$ cat src/hdl/krat_pkg.sv
package krat_pkg;

  // table geometry
  localparam int unsigned TABLE_ENTRIES = 16;
  localparam int unsigned IDX_W         = $clog2(TABLE_ENTRIES);

  // field widths
  localparam int unsigned REQ_W   = 2;
  localparam int unsigned KEY_W   = 16;
  localparam int unsigned ELAP_W  = 32;
  localparam int unsigned TOTAL_W = 64;
  localparam int unsigned STAT_W  = 2;

  // request codes
  localparam logic [REQ_W-1:0] REQ_ACC   = 2'd0;
  localparam logic [REQ_W-1:0] REQ_SWEEP = 2'd1;
  localparam logic [REQ_W-1:0] REQ_CLEAR = 2'd2;

  // result status codes
  localparam logic [STAT_W-1:0] ST_MATCH = 2'd0;
  localparam logic [STAT_W-1:0] ST_NEW   = 2'd1;
  localparam logic [STAT_W-1:0] ST_FULL  = 2'd2;

  typedef logic [IDX_W-1:0] idx_t;

  // controller to datapath commands
  typedef struct packed {
    logic load;  // capture request, search table, start time read
    logic exec;  // update entry, register result
  } krat_cmd_t;

endpackage

$ cat src/hdl/krat_if.sv
interface krat_in_if import krat_pkg::*; ();
  logic              valid;
  logic              ready;
  logic [REQ_W-1:0]  req_type;
  logic [KEY_W-1:0]  task_key;
  logic [ELAP_W-1:0] elapsed_time;

  modport source (output valid, req_type, task_key, elapsed_time, input ready);
  modport sink   (input valid, req_type, task_key, elapsed_time, output ready);
endinterface

interface krat_out_if import krat_pkg::*; ();
  logic               valid;
  logic               ready;
  logic [TOTAL_W-1:0] total_time;
  logic [STAT_W-1:0]  status;

  modport source (output valid, total_time, status, input ready);
  modport sink   (input valid, total_time, status, output ready);
endinterface

$ cat src/hdl/krat_ram.sv
module krat_ram #(
  parameter int unsigned WIDTH = 8,
  parameter int unsigned DEPTH = 16
) (
  input  logic                     clk_i,
  input  logic                     we_i,
  input  logic [$clog2(DEPTH)-1:0] waddr_i,
  input  logic [WIDTH-1:0]         wdata_i,
  input  logic [$clog2(DEPTH)-1:0] raddr_i,
  output logic [WIDTH-1:0]         rdata_o
);

  logic [WIDTH-1:0] mem_q [DEPTH];
  logic [WIDTH-1:0] rdata_q;

  // one write port, one registered read port
  always_ff @(posedge clk_i) begin
    if (we_i) begin
      mem_q[waddr_i] <= wdata_i;
    end
    rdata_q <= mem_q[raddr_i];
  end

  assign rdata_o = rdata_q;

endmodule

$ cat src/hdl/krat_ctrl.sv
module krat_ctrl import krat_pkg::*; (
  input  logic      clk_i,
  input  logic      rst_ni,
  input  logic      in_valid_i,
  output logic      in_ready_o,
  output logic      out_valid_o,
  input  logic      out_ready_i,
  output krat_cmd_t cmd_o
);

  localparam logic [1:0] S_IDLE = 2'd0;
  localparam logic [1:0] S_EXEC = 2'd1;
  localparam logic [1:0] S_OUT  = 2'd2;

  logic [1:0] state_q, state_d;
  logic       accept;

  // a new word may enter while the previous result is being taken
  assign in_ready_o  = (state_q == S_IDLE) || ((state_q == S_OUT) && out_ready_i);
  assign out_valid_o = (state_q == S_OUT);
  assign accept      = in_valid_i && in_ready_o;

  assign cmd_o.load = accept;
  assign cmd_o.exec = (state_q == S_EXEC);

  // next state
  always_comb begin
    state_d = state_q;
    unique case (state_q)
      S_IDLE: begin
        if (accept) state_d = S_EXEC;
      end
      S_EXEC: begin
        state_d = S_OUT;
      end
      S_OUT: begin
        if (accept)           state_d = S_EXEC;
        else if (out_ready_i) state_d = S_IDLE;
      end
      default: begin
        state_d = S_IDLE;
      end
    endcase
  end

  always_ff @(posedge clk_i or negedge rst_ni) begin
    if (!rst_ni) begin
      state_q <= S_IDLE;
    end else begin
      state_q <= state_d;
    end
  end

endmodule

$ cat src/hdl/krat_dp.sv
module krat_dp import krat_pkg::*; (
  input  logic               clk_i,
  input  logic               rst_ni,
  input  krat_cmd_t          cmd_i,
  input  logic [REQ_W-1:0]   req_type_i,
  input  logic [KEY_W-1:0]   task_key_i,
  input  logic [ELAP_W-1:0]  elapsed_time_i,
  output logic [TOTAL_W-1:0] total_time_o,
  output logic [STAT_W-1:0]  status_o
);

  // entry flags and keys in flops for the parallel compare
  logic [TABLE_ENTRIES-1:0] valid_q, valid_d;
  logic [TABLE_ENTRIES-1:0] running_q, running_d;
  logic [KEY_W-1:0]         key_q [TABLE_ENTRIES];

  // captured request and search outcome
  logic [REQ_W-1:0]  req_q;
  logic [KEY_W-1:0]  tkey_q;
  logic [ELAP_W-1:0] elap_q;
  logic              hit_q, free_q;
  idx_t              hit_idx_q, free_idx_q;

  logic hit_c, free_c;
  idx_t hit_idx_c, free_idx_c;

  logic [TOTAL_W-1:0] time_rdata;
  logic [TOTAL_W-1:0] total_c;
  logic [STAT_W-1:0]  status_c;
  logic               we_c;
  idx_t               waddr_c;

  logic [TOTAL_W-1:0] total_q;
  logic [STAT_W-1:0]  status_q;

  // lowest valid match and lowest free entry
  always_comb begin
    hit_c      = 1'b0;
    free_c     = 1'b0;
    hit_idx_c  = '0;
    free_idx_c = '0;
    for (int i = TABLE_ENTRIES - 1; i >= 0; i--) begin
      if (valid_q[i] && (key_q[i] == task_key_i)) begin
        hit_c     = 1'b1;
        hit_idx_c = idx_t'(i);
      end
      if (!valid_q[i]) begin
        free_c     = 1'b1;
        free_idx_c = idx_t'(i);
      end
    end
  end

  always_ff @(posedge clk_i) begin
    if (cmd_i.load) begin
      req_q      <= req_type_i;
      tkey_q     <= task_key_i;
      elap_q     <= elapsed_time_i;
      hit_q      <= hit_c;
      free_q     <= free_c;
      hit_idx_q  <= hit_idx_c;
      free_idx_q <= free_idx_c;
    end
  end

  // run time store, read at the match during the search cycle
  krat_ram #(
    .WIDTH (TOTAL_W),
    .DEPTH (TABLE_ENTRIES)
  ) u_time_ram (
    .clk_i   (clk_i),
    .we_i    (we_c),
    .waddr_i (waddr_c),
    .wdata_i (total_c),
    .raddr_i (hit_idx_c),
    .rdata_o (time_rdata)
  );

  // new total and status
  always_comb begin
    total_c  = '0;
    status_c = ST_MATCH;
    we_c     = 1'b0;
    waddr_c  = hit_q ? hit_idx_q : free_idx_q;
    if (req_q == REQ_ACC) begin
      priority if (hit_q) begin
        total_c  = time_rdata + {{(TOTAL_W-ELAP_W){1'b0}}, elap_q};
        status_c = ST_MATCH;
        we_c     = cmd_i.exec;
      end else if (free_q) begin
        total_c  = {{(TOTAL_W-ELAP_W){1'b0}}, elap_q};
        status_c = ST_NEW;
        we_c     = cmd_i.exec;
      end else begin
        total_c  = '0;
        status_c = ST_FULL;
      end
    end
  end

  // flag updates per request type
  always_comb begin
    valid_d   = valid_q;
    running_d = running_q;
    unique case (req_q)
      REQ_ACC: begin
        priority if (hit_q) begin
          running_d[hit_idx_q] = 1'b1;
        end else if (free_q) begin
          valid_d[free_idx_q]   = 1'b1;
          running_d[free_idx_q] = 1'b1;
        end else begin
          valid_d = valid_q;
        end
      end
      REQ_SWEEP: begin
        valid_d   = valid_q & running_q;
        running_d = '0;
      end
      REQ_CLEAR: begin
        valid_d   = '0;
        running_d = '0;
      end
      default: begin
        valid_d = valid_q;
      end
    endcase
  end

  always_ff @(posedge clk_i or negedge rst_ni) begin
    if (!rst_ni) begin
      valid_q   <= '0;
      running_q <= '0;
    end else if (cmd_i.exec) begin
      valid_q   <= valid_d;
      running_q <= running_d;
    end
  end

  // key written on insert, result registered
  always_ff @(posedge clk_i) begin
    if (cmd_i.exec) begin
      if ((req_q == REQ_ACC) && !hit_q && free_q) begin
        key_q[free_idx_q] <= tkey_q;
      end
      total_q  <= total_c;
      status_q <= status_c;
    end
  end

  assign total_time_o = total_q;
  assign status_o     = status_q;

endmodule

$ cat src/hdl/keyed_runtime_accumulator_table.sv
// a result word is offered from the output register once its request word has passed the load and exec steps
// no new word is taken during the exec step of the last; search plus time read, then add and write-back
// the run time store has one registered read port, which splits each word into these two steps
// reset: asynchronous active low, all entries invalid and unmarked at once, no clearing pass
// results wait in an output register and a new word enters as the last one is taken
module keyed_runtime_accumulator_table import krat_pkg::*; (
  input  logic clk_i,
  input  logic rst_ni,
  krat_in_if.sink    in_s,
  krat_out_if.source out_m
);

  krat_cmd_t cmd;

  krat_ctrl u_ctrl (
    .clk_i       (clk_i),
    .rst_ni      (rst_ni),
    .in_valid_i  (in_s.valid),
    .in_ready_o  (in_s.ready),
    .out_valid_o (out_m.valid),
    .out_ready_i (out_m.ready),
    .cmd_o       (cmd)
  );

  krat_dp u_dp (
    .clk_i          (clk_i),
    .rst_ni         (rst_ni),
    .cmd_i          (cmd),
    .req_type_i     (in_s.req_type),
    .task_key_i     (in_s.task_key),
    .elapsed_time_i (in_s.elapsed_time),
    .total_time_o   (out_m.total_time),
    .status_o       (out_m.status)
  );

  // checks
  a_exec_after_load: assert property (@(posedge clk_i) disable iff (!rst_ni)
    cmd.load |=> cmd.exec && !out_m.valid)
    else $error("accepted word not executed in the next cycle");

  a_result_after_exec: assert property (@(posedge clk_i) disable iff (!rst_ni)
    cmd.exec |=> out_m.valid)
    else $error("result not offered after execution");

  a_no_overwrite: assert property (@(posedge clk_i) disable iff (!rst_ni)
    (in_s.valid && in_s.ready) |-> (!out_m.valid || out_m.ready))
    else $error("new word accepted while result still pending");

  a_full_zero: assert property (@(posedge clk_i) disable iff (!rst_ni)
    (out_m.valid && (out_m.status == ST_FULL)) |-> (out_m.total_time == '0))
    else $error("dropped request reports nonzero total");

endmodule
$ cat src/flat_wrapper.sv
// flat-port wrapper written by rule: the top's interface ports become plain ports
module keyed_runtime_accumulator_table_flat import krat_pkg::*;
  (clk_i, rst_ni, in_s_valid, in_s_req_type, in_s_task_key, in_s_elapsed_time, in_s_ready, out_m_valid, out_m_total_time, out_m_status, out_m_ready);
  krat_in_if in_s_i ();
  krat_out_if out_m_i ();
  input  logic clk_i;
  input  logic rst_ni;
  input wire logic [$bits(in_s_i.valid)-1:0] in_s_valid;
  input wire logic [$bits(in_s_i.req_type)-1:0] in_s_req_type;
  input wire logic [$bits(in_s_i.task_key)-1:0] in_s_task_key;
  input wire logic [$bits(in_s_i.elapsed_time)-1:0] in_s_elapsed_time;
  output wire logic [$bits(in_s_i.ready)-1:0] in_s_ready;
  output wire logic [$bits(out_m_i.valid)-1:0] out_m_valid;
  output wire logic [$bits(out_m_i.total_time)-1:0] out_m_total_time;
  output wire logic [$bits(out_m_i.status)-1:0] out_m_status;
  input wire logic [$bits(out_m_i.ready)-1:0] out_m_ready;
  assign in_s_i.valid = in_s_valid;
  assign in_s_i.req_type = in_s_req_type;
  assign in_s_i.task_key = in_s_task_key;
  assign in_s_i.elapsed_time = in_s_elapsed_time;
  assign in_s_ready = in_s_i.ready;
  assign out_m_valid = out_m_i.valid;
  assign out_m_total_time = out_m_i.total_time;
  assign out_m_status = out_m_i.status;
  assign out_m_i.ready = out_m_ready;
  keyed_runtime_accumulator_table u_core (.clk_i(clk_i), .rst_ni(rst_ni), .in_s(in_s_i), .out_m(out_m_i));
endmodule
$ cat config.mk
export PLATFORM = sky130hd
export DESIGN_NAME = keyed_runtime_accumulator_table_flat
export DESIGN_NICKNAME = d
export VERILOG_FILES = /design/src/hdl/krat_pkg.sv /design/src/hdl/krat_if.sv /design/src/hdl/krat_ram.sv /design/src/hdl/krat_ctrl.sv /design/src/hdl/krat_dp.sv /design/src/hdl/keyed_runtime_accumulator_table.sv /design/src/flat_wrapper.sv
export SDC_FILE = /design/constraint.sdc
export NUM_CORES = 2
export LEC_CHECK = 0
export BUFFER_PORTS_ARGS = -buffer_cell sky130_fd_sc_hd__buf_2
export CAP_MARGIN = 0
export CORE_ASPECT_RATIO = 1.25
export CORE_UTILIZATION = 23
export CTS_BUF_LIST = sky130_fd_sc_hd__clkbuf_4 sky130_fd_sc_hd__clkbuf_8 sky130_fd_sc_hd__clkbuf_16
export DETAILED_ROUTE_END_ITERATION = 10
export SYNTH_ARGS = -nofsm -noshare
export SYNTH_HDL_FRONTEND = slang
export SYNTH_SLANG_ARGS = --single-unit
$ cat constraint.sdc
create_clock -name clk_i -period 10.5 [get_ports clk_i]
set_input_delay 1.575 -clock clk_i [delete_from_list [all_inputs] [get_ports clk_i]]
set_output_delay 1.575 -clock clk_i [all_outputs]
set_load 0.02 [all_outputs]
* Word level (Yosys, flattened, before mapping) *
Memories as Yosys holds them, arrays and structs flattened. A register that Yosys moved wholly into a read port is not among the register bits.
Index checks and enable logic that the tools add are counted.

cells by class
  $add $sub $neg = 1
  order comparisons = 4
  equal/unequal tests = 25
  mux-type cells = 60
  bitwise logic cells = 5
  reduce and logical (&&, ||, !) cells = 38

operator list
  kind                                                               number
  == test 16 bit                                                     16
  2-to-1 mux 64 bit                                                  2
  2-to-1 mux 4 bit                                                   25
  adder 64 x 32 -> 64 bit                                            1
  2-to-1 mux 16 bit                                                  4
  OR 16 bit                                                          3
  one-hot mux 16 bit (3 select lines)                                1
  2-to-1 mux 32 bit                                                  1
  one-hot mux 16 bit (2 select lines)                                1
  logical AND 1 bit                                                  22
  AND 16 bit                                                         1
  AND reduction 15 bit                                               1
  OR reduction 15 bit                                                1
  2-to-1 mux 1 bit                                                   13
  2-to-1 mux 2 bit                                                   6
  2-to-1 mux 3 bit                                                   4
  < comparator 4 x 5 -> 1 bit, second input constant                 2
  demux 1 bit (select 4 bit)                                         2
  greater-or-equal comparator 4 x 1 -> 1 bit, second input constant  2
  AND reduction 4 bit                                                2
  AND reduction 8 bit                                                1
  != test 2 bit, second input constant                               3
  one-hot mux 2 bit (3 select lines)                                 1
  == test 2 x 1 -> 1 bit, second input constant                      2
  12 further kinds                                                   16

storage, ports and cells
  flip-flop bits (word level) = 160
  bits in writable memories = 1,280
  input port bits = 54
  output and inout bits = 68
  logic and storage cells = 150
  memories = 2

memories
  memory                        depth  width  rd ports  clocked after Yosys merged registers in  wr ports  line            RTL
  u_core.u_dp.u_time_ram.mem_q  16     64     1         1                                        1         krat_ram.sv:13  logic [WIDTH-1:0] mem_q [DEPTH];
  u_core.u_dp.key_q             16     16     16        0                                        1         krat_dp.sv:15   logic [KEY_W-1:0] key_q [TABLE_ENTRIES];

* Logic depth before layout (Yosys ltp) *
An unclocked memory read counts as a cell.

  word-level depth = 19
  gate-level depth with buffers = 17
  gate-level depth less buffers = 13

* Hierarchy *
From an unflattened synthesis, not the netlist that was laid out.

second synthesis, totals
  cells, all modules = 3,199
  area total of the unflattened synthesis = 59,346.9 µm²

modules (own cells, without submodules)
  module     times used  cells each  area each (µm²)  seq. area each (µm²)
  krat_ram   1           1,647       39,581.7         32,030.7
  krat_dp    1           1,540       19,641.3         12,271.8
  krat_ctrl  1           12          123.9            50.0

* Worst setup path before layout *
Ideal clock, no wire load.

  path kind = register to register
  from = register u_core.u_dp.hit_q
  to = memory u_core.u_dp.u_time_ram.mem_q[14][0] in the netlist's numbering, enable pin
  setup time = 0.487 ns
  arrival time = 4.093 ns
  required time = 10.013 ns
  slack = 5.921 ns
  stages on the path, launching flop included = 7
  path buffers = 2
  clock period less this slack = 4.579 ns
  cells stage by stage = edfxtp_1 > clkbuf_1 > clkbuf_1 > nand2_1 > o22ai_1 > nand2_1 > nor2_1

on the way
  cells in the longest elaborated chain, start to end = 4
  elaborated cells on any way between the ends = 5
  classes of those cells = mux (5)

ends and longest elaborated chain
  what                                    line            RTL
  start, declared                         krat_dp.sv:21   logic hit_q, free_q;
  start signal, assigned                  krat_dp.sv:59   hit_q <= hit_c;
  2-to-1 mux 1 bit                        krat_dp.sv:86   priority if (hit_q) begin
  2-to-1 mux 1 bit                        krat_dp.sv:85   if (req_q == REQ_ACC) begin
  2-to-1 mux 1 bit                        krat_ram.sv:18  if (we_i) begin
  2-to-1 mux 1 bit (not written as such)  krat_ram.sv:19  mem_q[waddr_i] <= wdata_i;
  end, declared                           krat_ram.sv:13

Several ways; a longest one is shown, not always the timed one.

* Worst setup path in the final report *
  from = input in_s_task_key[4]
  to = register u_core.u_dp.u_time_ram.rdata_q[5], in the netlist u_core.u_dp.u_time_ram.rdata_o[5], read port of u_core.u_dp.u_time_ram.mem_q

on the way
  cells in the longest elaborated chain, start to end = 18
  elaborated cells on any way between the ends = 48
  classes of those cells = eq/ne (16); mux (16); reduce/logical (16)

ends and longest elaborated chain
  what                             line                RTL
  start, declared                  flat_wrapper.sv:10  input wire logic [$bits(in_s_i.task_key)-1:0] in_s_task_key;
  == test 16 bit                   krat_dp.sv:43       if (valid_q[i] && (key_q[i] == task_key_i)) begin
  logical AND 1 bit                krat_dp.sv:43
  2-to-1 mux 4 bit (15 in series)  krat_dp.sv:43
  2-to-1 mux 4 bit *               krat_dp.sv:43
  end, declared                    krat_ram.sv:14      logic [WIDTH-1:0] rdata_q;

Every way passes the cells marked *; elsewhere a longest branch is shown, timed or not.
A chain may end at the register's enable or synchronous reset.

==> flow_metrics.py <==
metrics = {
    "run_status": {
        "outcome": "complete, no violations",
    },
    "worst_hold_path": {
        "hold_path.startpoint": "u_core.u_dp.running_q[4]",
        "holdCritPathClass": "reg2reg",
        "holdPathStages": 2,
    },
    "run": {
        "cap_viol_max_count": 0,
    },
    "timing": {
        "slew_violations": 0,
        "slew_headroom": 0.124,
        "tightest_slew_ns": 1.31,
        "max_freq_mhz": 151,
        "setup_viol": 0,
        "period_share": 0.633,
        "period_minus_slack_ns": 6.64,
        "fin_setup_tns_ns": 0,
        "hold_slack_ns": 0.500,
        "setup_slack_ns": 3.86,
        "hold_viol_final": 0,
        "skew_ns": 0.0568,
        "rsz0062_at_grt": "no",
    },
    "detailed_routing": {
        "drc": 0,
        "drtAntennaViolNets": 0,
        "wl_mm": 205,
        "drt_iter0_markers": 3497,
        "viasPerCell": 4.81,
        "drt-pass1-iter-count": 6,
        "wl_per_cell_um": 23.5,
        "vias": 41900,
    },
    "global_routing": {
        "grt_pass1_wl_mm": 291,
        "grt_max_degree": 153,
        "grt_pass1_vias": 42300,
        "antenna_found_initial": 14,
        "grt_usage": 0.137,
        "grt_overflow_total": 0,
    },
    "clocking": {
        "cts_root_buf": "clkbuf_16",
        "cts_buffer_depth": 3,
        "cts_setup_buffers": 0,
        "cts_resized": 0,
        "hold_buffers": 0,
        "cts_tree": "done",
        "htree_levels": 4,
        "clkLatencyLatePin_ns": 0.84,
        "cts.sinks": 1504,
        "numCtsBuffers": 156,
        "cts.reportedPaths.clkPinSlew_ns": 0.06,
    },
    "logic_synthesis": {
        "synthArstFlopShare": 0.0226,
        "yosysWarnings": 0,
        "syn_avg_cell_area_um2": 14.0,
        "synth_top_area_share": 0.636,
        "syn_inst": 4733,
        "yosysTopAreaCell": "edfxtp_1",
        "ys.flop_type": "edfxtp_1",
        "synth_cell_type_count": 71,
        "mappedNetlistArea_um2": 66300,
        "synth_nets": 4822,
        "yosys_register_bits": 1504,
        "synth_area_leaders": "edfxtp_1 (64%), mux2i_1 (9.7%), nand2_1 (4.5%), xor2_1 (2.2%), xnor2_1 (1.9%)",
        "ys_seq_area_frac": 0.669,
        "synth-edff-count": 1406,
    },
    "final_layout": {
        "syn_to_final_growth_pct": 15.5,
        "final_util": 0.267,
        "register_area_um2": 44400,
        "multi_input_area_um2": 20800,
        "nets": 4901,
        "fill_cells": 29200,
        "final_layout_size_suffix_gt1_frac": 0.108,
    },
    "worst_setup_path": {
        "critPathArrivalTime_ns": 7.31,
        "critPathKind": "in2reg",
        "cp_num_buf_inv": 3,
        "reg2reg_from": "u_core.u_dp.key_q[1][4]",
        "rrSetupSlack_ns": 4.79,
        "crit_slowest_cell": "buf_4",
        "crit_chain": "buf_2 -> xor2_1 -> or4b_1 -> nor4_1 -> nand4_1 -> and2_4 -> buf_4 -> nand2_1 -> nor2_1 -> nand2_4 -> buf_4 -> o221ai_1 -> nand3b_1",
        "endpoint_kind": "flip-flop",
        "critical_path.most_common_cell": "buf_4",
        "path_depth": 13,
        "worstPathMaxFanout": 75,
        "critical_path.max_stage_delay_ns": 0.80,
        "critPathRequiredTime_ns": 11.17,
        "startpoint_type": "input port",
        "startpoint": "in_s_task_key[4]",
        "crit_family": "simple AND/OR/NAND/NOR gates",
        "reg2regPathDepth": 12,
    },
    "power": {
        "peakVddDrop_uv": 173,
        "p_switching_mw": 3.11,
        "swShare": 0.235,
        "power_density_nw_per_um2": 173,
        "pwr-share-seq": 0.517,
        "clkPwrFrac": 0.430,
        "p_leak_nw": 30.5,
        "internal_power_mw": 10.1,
        "p_comb_frac": 0.052,
    },
    "place": {
        "gp_congestion": 0.867,
        "dp_slack_ns": 3.21,
        "hpwl_mm": 119,
        "port_buffers": 121,
    },
    "die": {
        "fp.dieW_um": 482,
        "initial_utilization": 0.231,
        "io_pins": 122,
        "coreArea_um2": 287000,
        "die_h_um": 602,
        "rows": 220,
        "die_area_um2": 291000,
    },
}
-- worst paths after layout --
kind | endpoint
max reg2reg | u_core.u_dp.u_time_ram.rdata_o[5]
max | u_core.u_dp.u_time_ram.rdata_o[5]
max in group asynchronous | u_core.u_dp.valid_q[1]
min | u_core.u_dp.running_q[4]
min in group asynchronous | u_core.u_ctrl.state_q[1]
min reg2reg | u_core.u_dp.running_q[4]
-- worst register-to-register path: cells and delay by family (launching register included) --
family	cells	cell delay, ns
xor+xnor	1	0.17
flops	1	0.41
buf+inv	2	1.42
compound gates	1	0.28
simple gates	8	3.26
-- synth_stat cells (6+ instances only) --
library cell	number
nor2_1	166
nor4b_1	29
nand4_1	39
o221ai_1	64
clkbuf_1	155
and4b_1	9
a221o_1	128
xor2_1	163
a21oi_1	73
a211oi_1	10
xnor2_1	147
buf_1	8
a22oi_1	83
buf_6	12
nand3b_1	68
a221oi_1	131
buf_2	82
o22ai_1	6
ha_1	34
o21ai_0	49
dfrtp_1	34
or2_2	7
nor2b_1	13
nand4b_1	7
inv_1	27
mux2i_1	640
nor3_1	23
and3_1	10
nor4_1	61
a21o_1	29
buf_4	18
or4_1	11
nand2_1	803
edfxtp_1	1406
and2_1	9
or3_1	7
nand2b_1	10
dfxtp_1	64
nand3_1	33
-- kinds of logic after synthesis --
group | after synthesis | share of synthesized area
flops | 1504 | 0.669
simple gates | 1321 | 0.0911
mux | 641 | 0.0967
compound gates | 616 | 0.0741
xor+xnor | 310 | 0.0409
buf+inv | 306 | 0.0219
fa+ha+maj | 35 | 0.00671
-- registers in the layout, summed over array words and instances, names as in the netlist, 4 cells and up --
register,count
u_core.u_dp.total_time_o,64
u_core.u_dp.u_time_ram.mem_q,1024
u_core.u_dp.elap_q,32
u_core.u_dp.running_q,16
u_core.u_dp.key_q,256
u_core.u_dp.hit_idx_q,4
u_core.u_dp.u_time_ram.rdata_o,64
u_core.u_dp.tkey_q,16
u_core.u_dp.free_idx_q,4
u_core.u_dp.valid_q,16
-- layout make-up --
class	count	share of cell area
sequential	1504	0.579
timing repair buffer	200	0.0166
multi-input combinational	2923	0.271
tap	3774	0.0616
clock buffer	224	0.0587
clock inverter	65	0.0111
inverter	27	0.00136
antenna	6	0.000196
-- stage by stage --
step	cells	power, mW	instance area, µm²
floorplan	4733	7.30	66300
global placement	8428	7.66	71200
detailed placement	8428	7.68	71200
CTS	8717	13.3	76600
global route	8719	13.6	76600
finish	8723	13.3	76600
-- per-layer routing --
metal | routed length (µm) | part of all wire | vias up | global-route usage
met4 | 8890 | 0.043 | 12 | 0.0596
met3 | 11300 | 0.055 | 418 | 0.0206
met2 | 103000 | 0.50 | 1512 | 0.238
met5 | 81 | 0.00040 | - | 0
met1 | 81900 | 0.40 | 21700 | 0.166
li1 | - | - | 18300 | -
-- power by group through the flow --
stage | Combinational (mW) | Clock, mW | Sequential [mW]
CTS | 0.699 | 5.79 | 6.86
global placement | 0.684 | 0 | 6.98
finish | 0.694 | 5.70 | 6.85
global route | 0.752 | 6.01 | 6.86
floorplan | 0.383 | 0 | 6.92
detailed placement | 0.696 | 0 | 6.98
-- cells in the final DEF (no fill, tap or decap), drive strengths merged, types with 83 or more instances in the layout --
| cell type | synthesis | final |
|---|---|---|
| clkbuf | 155 | 224 |
| a22oi | 83 | 83 |
| xnor2 | 147 | 147 |
| nand2 | 803 | 803 |
| a221oi | 131 | 131 |
| xor2 | 163 | 163 |
| buf | 124 | 200 |
| edfxtp | 1406 | 1406 |
| mux2i | 640 | 640 |
| a221o | 128 | 128 |
| nor2 | 167 | 167 |
(Power assumes the default switching activity.)
